**src/design/gbb_pkg.sv**
```systemverilog
`timescale 1ns / 1ps

package gbb_pkg;

  // port field widths
  localparam int CMD_W       = 1;
  localparam int START_COL_W = 8;
  localparam int START_ROW_W = 6;
  localparam int BOX_X_W     = 9;
  localparam int BOX_Y_W     = 7;
  localparam int BOX_W_W     = 9;
  localparam int BOX_H_W     = 7;

  // configuration port
  localparam int CFG_INDEX_W = 1;
  localparam int CFG_DATA_W  = 9;
  localparam int IMG_W_REG_W = 9;
  localparam int IMG_H_REG_W = 7;

  localparam logic [CFG_INDEX_W-1:0] REG_IMAGE_WIDTH  = 1'd0;
  localparam logic [CFG_INDEX_W-1:0] REG_IMAGE_HEIGHT = 1'd1;

  localparam logic [IMG_W_REG_W-1:0] IMAGE_WIDTH_RESET  = 9'd256;
  localparam logic [IMG_H_REG_W-1:0] IMAGE_HEIGHT_RESET = 7'd64;

  // commands
  localparam logic [CMD_W-1:0] CMD_LOAD  = 1'b0;
  localparam logic [CMD_W-1:0] CMD_QUERY = 1'b1;

  // query sequencer
  typedef enum logic [3:0] {
    S_IDLE,
    S_COL_RD,
    S_COL_EV,
    S_LNK_RD,
    S_LNK_EV,
    S_TOP_SET,
    S_TOP_RD,
    S_TOP_EV,
    S_BOT_SET,
    S_BOT_RD,
    S_BOT_EV,
    S_EMIT
  } scan_state_t;

  // which pixel of a link test is being read
  typedef enum logic [1:0] {
    K_SELF,
    K_RIGHT,
    K_UPR,
    K_DNR
  } link_step_t;

endpackage

```
**src/design/gbb_scan.sv**
```systemverilog
`timescale 1ns / 1ps

module gbb_scan #(
  parameter int MAX_WIDTH  = 256,
  parameter int MAX_HEIGHT = 64
) (
  input  logic                                    clk,
  input  logic                                    rst,
  input  logic                                    query,
  input  logic [gbb_pkg::START_COL_W-1:0]         start_col,
  input  logic [gbb_pkg::START_ROW_W-1:0]         start_row,
  input  logic [$clog2(MAX_WIDTH+1)-1:0]          eff_w,
  input  logic [$clog2(MAX_HEIGHT+1)-1:0]         eff_h,
  input  logic [$clog2(MAX_WIDTH*MAX_HEIGHT+1)-1:0] total,
  output logic [$clog2(MAX_WIDTH*MAX_HEIGHT)-1:0] rd_addr,
  input  logic                                    rd_data,
  output logic                                    busy,
  output logic                                    done,
  output logic [gbb_pkg::BOX_X_W-1:0]             box_x,
  output logic [gbb_pkg::BOX_Y_W-1:0]             box_y,
  output logic [gbb_pkg::BOX_W_W-1:0]             box_w,
  output logic [gbb_pkg::BOX_H_W-1:0]             box_h
);

  localparam int WB  = $clog2(MAX_WIDTH + 1);
  localparam int HB  = $clog2(MAX_HEIGHT + 1);
  localparam int AW  = $clog2(MAX_WIDTH * MAX_HEIGHT);
  localparam int TW  = $clog2(MAX_WIDTH * MAX_HEIGHT + 1);
  localparam int PW  = WB + HB;
  localparam int SCW = (WB > gbb_pkg::START_COL_W) ? WB : gbb_pkg::START_COL_W;
  localparam int SRW = (HB > gbb_pkg::START_ROW_W) ? HB : gbb_pkg::START_ROW_W;
  localparam int BXW = gbb_pkg::BOX_X_W;
  localparam int BYW = gbb_pkg::BOX_Y_W;
  localparam int BWW = gbb_pkg::BOX_W_W;
  localparam int BHW = gbb_pkg::BOX_H_W;

  gbb_pkg::scan_state_t state, state_next;
  gbb_pkg::link_step_t  k, k_next;

  logic [WB-1:0] xs, xs_next;       // left edge
  logic [WB-1:0] cs, cs_next;       // column under test / right edge
  logic [WB-1:0] cc, cc_next;       // column within a row scan
  logic [WB-1:0] wd, wd_next;       // box width
  logic [HB-1:0] r, r_next;         // row within a column scan
  logic [HB-1:0] y, y_next;         // top row
  logic [HB-1:0] b, b_next;         // bottom row candidate
  logic [HB-1:0] h, h_next;         // box height
  logic [AW-1:0] addr, addr_next;
  logic [AW-1:0] row_base, row_base_next;

  logic [WB-1:0] x_clamp;
  logic [HB-1:0] y_clamp;
  logic [HB-1:0] hm1;
  logic [TW-1:0] w_t;
  logic [WB:0]   cs_p1, cs_p2, w_ext, xs_ext;
  logic [PW-1:0] top_prod;
  logic [TW-1:0] rd_sum;
  logic          lnk_link, lnk_row_done;

  assign x_clamp = (SCW'(start_col) > SCW'(eff_w)) ? eff_w : WB'(start_col);
  assign y_clamp = (SRW'(start_row) > SRW'(eff_h)) ? eff_h : HB'(start_row);
  assign hm1     = eff_h - HB'(1);
  assign w_t     = TW'(eff_w);
  assign cs_p1   = (WB+1)'(cs) + (WB+1)'(1);
  assign cs_p2   = (WB+1)'(cs) + (WB+1)'(2);
  assign w_ext   = (WB+1)'(eff_w);
  assign xs_ext  = (WB+1)'(xs);
  assign top_prod = PW'(y) * PW'(eff_w);

  // read address: column walk, link neighbors, or row walk
  always_comb begin
    rd_sum = TW'(addr);
    unique case (state)
      gbb_pkg::S_LNK_RD: begin
        unique case (k)
          gbb_pkg::K_SELF:  rd_sum = TW'(addr);
          gbb_pkg::K_RIGHT: rd_sum = TW'(addr) + TW'(1);
          gbb_pkg::K_UPR:   rd_sum = TW'(addr) + TW'(1) - w_t;
          gbb_pkg::K_DNR:   rd_sum = TW'(addr) + TW'(1) + w_t;
          default:          rd_sum = TW'(addr);
        endcase
      end
      gbb_pkg::S_TOP_RD, gbb_pkg::S_BOT_RD: rd_sum = TW'(row_base) + TW'(cc);
      default: rd_sum = TW'(addr);
    endcase
  end

  assign rd_addr = AW'(rd_sum);

  always_ff @(posedge clk) begin
    if (rst) begin
      state <= gbb_pkg::S_IDLE;
    end else begin
      state <= state_next;
    end
  end

  always_ff @(posedge clk) begin
    k        <= k_next;
    xs       <= xs_next;
    cs       <= cs_next;
    cc       <= cc_next;
    wd       <= wd_next;
    r        <= r_next;
    y        <= y_next;
    b        <= b_next;
    h        <= h_next;
    addr     <= addr_next;
    row_base <= row_base_next;
  end

  always_comb begin
    state_next    = state;
    k_next        = k;
    xs_next       = xs;
    cs_next       = cs;
    cc_next       = cc;
    wd_next       = wd;
    r_next        = r;
    y_next        = y;
    b_next        = b;
    h_next        = h;
    addr_next     = addr;
    row_base_next = row_base;
    lnk_link      = 1'b0;
    lnk_row_done  = 1'b0;

    unique case (state)
      gbb_pkg::S_IDLE: begin
        if (query) begin
          y_next = y_clamp;
          if (x_clamp == eff_w) begin
            xs_next    = eff_w;
            wd_next    = '0;
            state_next = gbb_pkg::S_TOP_SET;
          end else begin
            cs_next    = x_clamp;
            r_next     = '0;
            addr_next  = AW'(x_clamp);
            state_next = gbb_pkg::S_COL_RD;
          end
        end
      end

      gbb_pkg::S_COL_RD: state_next = gbb_pkg::S_COL_EV;

      gbb_pkg::S_COL_EV: begin
        if (rd_data) begin
          xs_next = cs;
          if (cs_p1 >= w_ext) begin
            wd_next    = WB'(1);
            state_next = gbb_pkg::S_TOP_SET;
          end else begin
            r_next     = '0;
            addr_next  = AW'(cs);
            k_next     = gbb_pkg::K_SELF;
            state_next = gbb_pkg::S_LNK_RD;
          end
        end else if (r == hm1) begin
          if (cs_p1 >= w_ext) begin
            // no ink at or right of the start column
            xs_next    = eff_w;
            wd_next    = '0;
            state_next = gbb_pkg::S_TOP_SET;
          end else begin
            cs_next    = WB'(cs_p1);
            r_next     = '0;
            addr_next  = AW'(cs_p1);
            state_next = gbb_pkg::S_COL_RD;
          end
        end else begin
          r_next     = r + HB'(1);
          addr_next  = AW'(TW'(addr) + w_t);
          state_next = gbb_pkg::S_COL_RD;
        end
      end

      gbb_pkg::S_LNK_RD: state_next = gbb_pkg::S_LNK_EV;

      gbb_pkg::S_LNK_EV: begin
        state_next = gbb_pkg::S_LNK_RD;
        unique case (k)
          gbb_pkg::K_SELF: begin
            if (rd_data) k_next = gbb_pkg::K_RIGHT;
            else lnk_row_done = 1'b1;
          end
          gbb_pkg::K_RIGHT: begin
            if (rd_data) lnk_link = 1'b1;
            else if (r != '0) k_next = gbb_pkg::K_UPR;
            else if (r != hm1) k_next = gbb_pkg::K_DNR;
            else lnk_row_done = 1'b1;
          end
          gbb_pkg::K_UPR: begin
            if (rd_data) lnk_link = 1'b1;
            else if (r != hm1) k_next = gbb_pkg::K_DNR;
            else lnk_row_done = 1'b1;
          end
          gbb_pkg::K_DNR: begin
            if (rd_data) lnk_link = 1'b1;
            else lnk_row_done = 1'b1;
          end
          default: lnk_row_done = 1'b1;
        endcase

        if (lnk_link) begin
          cs_next = WB'(cs_p1);
          if (cs_p2 >= w_ext) begin
            // glyph runs into the last column
            wd_next    = WB'(cs_p2 - xs_ext);
            state_next = gbb_pkg::S_TOP_SET;
          end else begin
            r_next    = '0;
            addr_next = AW'(cs_p1);
            k_next    = gbb_pkg::K_SELF;
          end
        end else if (lnk_row_done) begin
          if (r == hm1) begin
            wd_next    = WB'(cs_p1 - xs_ext);
            state_next = gbb_pkg::S_TOP_SET;
          end else begin
            r_next    = r + HB'(1);
            addr_next = AW'(TW'(addr) + w_t);
            k_next    = gbb_pkg::K_SELF;
          end
        end
      end

      gbb_pkg::S_TOP_SET: begin
        if (wd == '0 || y == eff_h) begin
          y_next     = eff_h;
          h_next     = '0;
          state_next = gbb_pkg::S_EMIT;
        end else begin
          row_base_next = AW'(top_prod);
          cc_next       = xs;
          state_next    = gbb_pkg::S_TOP_RD;
        end
      end

      gbb_pkg::S_TOP_RD: state_next = gbb_pkg::S_TOP_EV;

      gbb_pkg::S_TOP_EV: begin
        if (rd_data) begin
          state_next = gbb_pkg::S_BOT_SET;
        end else if (cc == cs) begin
          if (y == hm1) begin
            y_next     = eff_h;
            h_next     = '0;
            state_next = gbb_pkg::S_EMIT;
          end else begin
            y_next        = y + HB'(1);
            row_base_next = AW'(TW'(row_base) + w_t);
            cc_next       = xs;
            state_next    = gbb_pkg::S_TOP_RD;
          end
        end else begin
          cc_next    = cc + WB'(1);
          state_next = gbb_pkg::S_TOP_RD;
        end
      end

      gbb_pkg::S_BOT_SET: begin
        b_next        = hm1;
        row_base_next = AW'(total - w_t);
        cc_next       = xs;
        if (hm1 == y) begin
          h_next     = HB'(1);
          state_next = gbb_pkg::S_EMIT;
        end else begin
          state_next = gbb_pkg::S_BOT_RD;
        end
      end

      gbb_pkg::S_BOT_RD: state_next = gbb_pkg::S_BOT_EV;

      gbb_pkg::S_BOT_EV: begin
        if (rd_data) begin
          h_next     = b - y + HB'(1);
          state_next = gbb_pkg::S_EMIT;
        end else if (cc == cs) begin
          if (b - HB'(1) == y) begin
            h_next     = HB'(1);
            state_next = gbb_pkg::S_EMIT;
          end else begin
            b_next        = b - HB'(1);
            row_base_next = AW'(TW'(row_base) - w_t);
            cc_next       = xs;
            state_next    = gbb_pkg::S_BOT_RD;
          end
        end else begin
          cc_next    = cc + WB'(1);
          state_next = gbb_pkg::S_BOT_RD;
        end
      end

      gbb_pkg::S_EMIT: state_next = gbb_pkg::S_IDLE;

      default: state_next = gbb_pkg::S_IDLE;
    endcase
  end

  assign busy  = (state != gbb_pkg::S_IDLE);
  assign done  = (state == gbb_pkg::S_EMIT);
  assign box_x = BXW'(xs);
  assign box_y = BYW'(y);
  assign box_w = BWW'(wd);
  assign box_h = BHW'(h);

endmodule

```
**config.mk**
```make
export PLATFORM = sky130hd
export DESIGN_NAME = gbb_scan
export DESIGN_NICKNAME = d
export VERILOG_FILES = /design/src/design/gbb_pkg.sv /design/src/design/gbb_scan.sv
export SDC_FILE = /design/constraint.sdc
export NUM_CORES = 1
export LEC_CHECK = 0
export BUFFER_PORTS_ARGS = -buffer_cell sky130_fd_sc_hd__buf_2
export CAP_MARGIN = 20
export CORE_MARGIN = 10
export CORE_UTILIZATION = 55
export CTS_CLUSTER_SIZE = 12
export DETAILED_ROUTE_END_ITERATION = 7
export HOLD_SLACK_MARGIN = 0.03
export MAX_ROUTING_LAYER = met4
export PLACE_DENSITY = 0.74
export SLEW_MARGIN = 5
export SYNTH_ARGS = -nofsm -noshare
export SYNTH_HDL_FRONTEND = slang
export SYNTH_SLANG_ARGS = --single-unit
```
**constraint.sdc**
```tcl
create_clock -name clk -period 10.7 [get_ports clk]
set_input_delay 1.07 -clock clk [delete_from_list [all_inputs] [get_ports clk]]
set_output_delay 1.07 -clock clk [all_outputs]
set_load 0.02 [all_outputs]
```
=== Word level (Yosys, flattened, before mapping) ===
Index checks and enable logic that the tools add are counted.

* Flip-flop bits (word level): 98
* Input port bits: 49
* Output and inout port bits: 48
* Word-level logic and storage cells: 242

* Add/sub/neg operators: 19
* Multipliers: 1
* Magnitude comparators: 4
* Equal/unequal tests: 54
* Mux-type cells: 126
* Reductions and logical operators: 26

{| class="wikitable"
|+ Operator list
! operator !! number
|-
| $mux W9 || 29
|-
| $mux W14 || 17
|-
| $mux W7 || 26
|-
| $pmux W14 S4 || 2
|-
| $add A14 B9 Y14 || 4
|-
| $pmux W9 S3 || 2
|-
| $pmux W4 S11 || 1
|-
| $pmux W14 S3 || 1
|-
| $pmux W7 S3 || 2
|-
| $sub A14 B9 Y14 || 3
|-
| $mux W4 || 10
|-
| $ne A3 B3 Y1 const B || 13
|-
| $ne A2 B2 Y1 const B || 19
|-
| $pmux W9 S4 || 1
|-
| $eq A7 B7 Y1 || 5
|-
| $reduce_and A8 Y1 || 4
|-
| $pmux W14 S2 || 1
|-
| $pmux W7 S4 || 1
|-
| $mux W2 || 13
|-
| $add A7 B1 Y7 const B || 3
|-
| $ge A10 B9 Y1 || 2
|-
| $eq A9 B9 Y1 || 2
|-
| $mux W3 || 6
|-
| $pmux W9 S2 || 1
|-
| 37 further kinds || 62
|}

=== Logic depth before layout (Yosys ltp) ===
* Word-level depth: 10
* Mapped depth: 21
* Mapped depth without buffers: 19

=== Worst setup path before layout ===
OpenSTA, ideal clock, no wires.

* Path kind: input port to flip-flop
* From: in eff_w[2]
* To: reg row_base[12] (data pin)
* Setup time: 0.264 ns
* Data arrival time: 5.296 ns
* Data required time: 10.436 ns
* Slack: 5.140 ns
* Stages on the path: 17
* Buffers on the path: 1
* Cell sequence: clkbuf_1 -> clkinv_1 -> nor2_1 -> fa_1 -> fa_1 -> fa_1 -> inv_1 -> fa_1 -> inv_1 -> ha_1 -> o21a_1 -> o31a_1 -> o41a_1 -> a31oi_1 -> xnor2_1 -> a22oi_1 -> o21ai_1

* Word-level cells in the longest chain between the ends: 5
* Elaborated cells between the ends (all ways): 12
* Those cells by class: add/sub: 3; mul: 1; mux: 8

{| class="wikitable"
|+ RTL lines
! element !! line !! RTL
|-
| start, declared || gbb_scan.sv:12 || <nowiki>input logic [$clog2(MAX_WIDTH+1)-1:0] eff_w,</nowiki>
|-
| parallel branches: the longest is 4 deep, another holds $mul A7 B9 Y14 || - ||
|-
| $pmux W14 S4 * || gbb_scan.sv:128 || <nowiki>unique case (state)</nowiki>
|-
| named net row_base_next[12] || gbb_scan.sv:49 || <nowiki>logic [AW-1:0] row_base, row_base_next;</nowiki>
|-
| end signal, assigned || gbb_scan.sv:109 || <nowiki>row_base <= row_base_next;</nowiki>
|-
| end, declared || gbb_scan.sv:49 ||
|}

Mark *: on every way through the listed nets, which the timed path passes. The select of a mux whose other input is x is not followed.
A chain may end at the register's enable or synchronous reset.

=== Worst setup path after layout ===
* From: in eff_w[1]
* To: out rd_addr[13]

* Word-level cells in the longest chain between the ends: 3
* Elaborated cells between the ends (all ways): 4
* Those cells by class: add/sub: 2; mux: 2

{| class="wikitable"
|+ RTL lines
! element !! line !! RTL
|-
| $add A14 B9 Y14 or $sub A14 B9 Y14 (tied branches) || gbb_scan.sv:79, gbb_scan.sv:78 ||
|-
| $pmux W14 S4 * || gbb_scan.sv:75 || <nowiki>unique case (k)</nowiki>
|-
| $pmux W14 S2 * || gbb_scan.sv:73 || <nowiki>unique case (state)</nowiki>
|-
| end, declared || gbb_scan.sv:15 || <nowiki>output logic [$clog2(MAX_WIDTH*MAX_HEIGHT)-1:0] rd_addr,</nowiki>
|}

Every way passes the cells marked *; elsewhere a longest branch is shown, timed or not.

==> results_dict.tcl <==
set metrics [dict create \
    run_status "finished, final reports clean" \
    p_switching_mw 0.959 \
    cts_tree "built" \
    grt_pass1_vias 11000 \
    drt-initial-drc-count 1139 \
    finalCritPeriodShare_pct 57.9 \
    required_ns 9.63 \
    power_frac_clock_pct 16.1 \
    crit_fanout 12 \
    pwr-share-seq_pct 26.1 \
    sw_frac_of_total_pct 44.0 \
    via_per_inst 6.19 \
    cp.arrival_ns 5.12 \
    endpoint_kind "primary output" \
    layout-drive-gt1-share_pct 10.6 \
    cts_setup_buffers 0 \
    hold_violations 0 \
    fin_util_pct 60.7 \
    io_pins 97 \
    synth_area_mm2 0.0128 \
    grt_start_max_net_pins 22 \
    cts_root_buf "clkbuf_16" \
    slew_viol_final 0 \
    start_kind "input port" \
    combPwrFrac_pct 57.7 \
    synth_nets 1736 \
    synth_cells 1502 \
    ys_seq_area_share_pct 22.7 \
    grt_pass1_wl_mm 61.1 \
    synth_area_per_cell_um2 8.51 \
    core_region_area_mm2 0.0228 \
    drv_cap 0 \
    min_path_cells 1 \
    wl_per_cell_um 20.9 \
    rows 55 \
    htreeDepth 3 \
    numCtsBuffers 9 \
    rsz0062_at_grt "false" \
    drcViolationCount 0 \
    peakVddDrop_uv 261 \
    routabilityCongestion 0.996 \
    routed-via-count 11700 \
    final_cell_mix "nor2_1 (194), ha_1 (145), xnor2_1 (123)" \
    maxClockFrequency_mhz 161 \
    hold_buffers 0 \
    async_reset_ff_share_pct 0 \
    portBuffers 95 \
    grt_antenna_before_repair 2 \
    routed_wl_mm 39.3 \
    p_leak_nw 5.87 \
    clk_pin_slew_worst_paths_ns 0.08 \
    track_usage_pct 27.0 \
    start_util_pct 56.1 \
    setup_violations 0 \
    critPathKind "in2out" \
    synthDistinctLibCells 91 \
    die_w_um 172 \
    hold_path.class "reg2reg" \
    synthFlopType "edfxtp_1" \
    die_area_mm2 0.0297 \
    drtAntennaViolNets 0 \
    cts.sinks 98 \
    cts_buffer_depth 2 \
    worstMarginPinSlew_ns 1.14 \
    nets 1796 \
    insertion_delay_ns 0.36 \
    drt_first_pass_iters 6 \
    power_density_mw_per_mm2 158 \
    synth_edf_count 94 \
    die_y_um 172 \
    slew-limit-headroom_pct 23.5 \
    tns_ns 0 \
    intPower_mw 1.22 \
    grt.overflow.total 0 \
    yosysWarningCount 0 \
    r2r_cells 18 \
    fin_crit_ns 6.19 \
    skew_ns 0.00899 \
    final_common_cell "nor2_1" \
    ys_ff_latch 98 \
    cts-resized-gates 0 \
    hpwl_mm 31.1 \
    areaGrowthSynthToFinish_pct 8.16 \
]
[registers in the layout (all words and copies together), names as in the netlist]
| signal | count |
|---|---|
| k | 2 |
| row_base | 14 |
| state | 4 |
| box_y | 7 |
| box_h | 7 |
| r | 7 |
| cs | 9 |
| b | 7 |
| cc | 9 |
| box_w | 9 |
| addr | 14 |
| box_x | 9 |
[per-layer routing]
layer / share of wire (%) / global-route usage (%) / vias up / wire length, um
met3: 8.4 / 2.99 / 77 / 3310
met1: 43 / 35.6 / 5502 / 16700
met2: 46 / 42.9 / 574 / 18000
met5: 0 / - / - / 0
met4: 3.2 / 8.40 / 0 / 1240
li1: - / - / 5497 / -
[synth_stat cells, drive strengths merged (16+ instances only)]
library cell	count	area, um^2
xnor2	126	1130
and2	21	131
fa	40	801
a21o	36	270
ha	145	1810
a21oi	67	339
clkbuf	42	159
edfxtp	94	2820
nand3	40	205
inv	97	364
nand2	107	402
nand4	19	119
xor2	52	455
a211oi	16	125
a22oi	22	170
nor2	196	746
mux2i	16	160
nor3	34	190
o21ai	104	528
[critical path, stage by stage]
cell and delay (ns):
buf_2 0.21, inv_1 0.46, ha_1 0.34, nand2_1 0.12, nor3_1 0.64, nor2_1 0.11, xnor2_1 0.16, ha_1 0.39
a21o_1 0.21, a41oi_2 0.21, nor2b_1 0.10, or4_1 0.41, a31oi_1 0.28, xnor2_1 0.09, o21ai_0 0.13, buf_2 0.18
[cell families after synthesis]
group | synth area share, %
buffers and inverters | 4.93
and+or+nand+nor | 18.2
adders and majority gates | 20.5
DFF | 22.7
AOI/OAI and AO/OA | 19.2
muxes | 1.60
xor gates and xnor gates | 12.9
[worst paths after layout]
kind / startpoint / endpoint / slack, ns
setup / recovery: eff_w[1] / rd_addr[13] / 4.51
hold / removal: r[1] / r[1] / 0.67
setup reg to reg: box_y[3] / row_base[12] / 5.33
hold reg to reg: r[1] / r[1] / 0.67
[power by group through the flow]
| stage | clock [mW] | combinational (mW) | sequential [mW] |
|---|---|---|---|
| floorplan | 0 | 0.964 | 0.547 |
| global placement | 0 | 1.22 | 0.575 |
| detailed placement | 0 | 1.24 | 0.576 |
| CTS | 0.351 | 1.25 | 0.568 |
| global route | 0.366 | 1.40 | 0.576 |
| finish | 0.352 | 1.26 | 0.570 |
[per-stage QoR]
| step | power, mW | area, um^2 | worst slack, ns | std cells | hold WS [ns] |
|---|---|---|---|---|---|
| 4_1_cts | 2.17 | 13800 | 4.58 | 1876 | 0.673 |
| 3_5_place_dp | 1.82 | 13500 | 4.36 | 1860 | 0.658 |
| 5_1_grt | 2.34 | 13800 | 4.29 | 1882 | 0.716 |
| 2_1_floorplan | 1.51 | 12800 | 5.14 | 1502 | 0.583 |
| 6_report | 2.18 | 13800 | 4.51 | 1882 | 0.672 |
| 3_3_place_gp | 1.79 | 13500 | 4.42 | 1860 | 0.644 |
[area by class of cell]
cell class | instances | area (um^2)
antenna | 2 | 5.00
clock buffer | 9 | 225
clock inverter | 7 | 85.1
fill | 2055 | 8950
inverter | 107 | 402
multi-input combinational | 1242 | 9270
sequential | 98 | 2900
tap | 313 | 392
timing repair buffer | 104 | 551
Power figures use the tool's default switching activity.
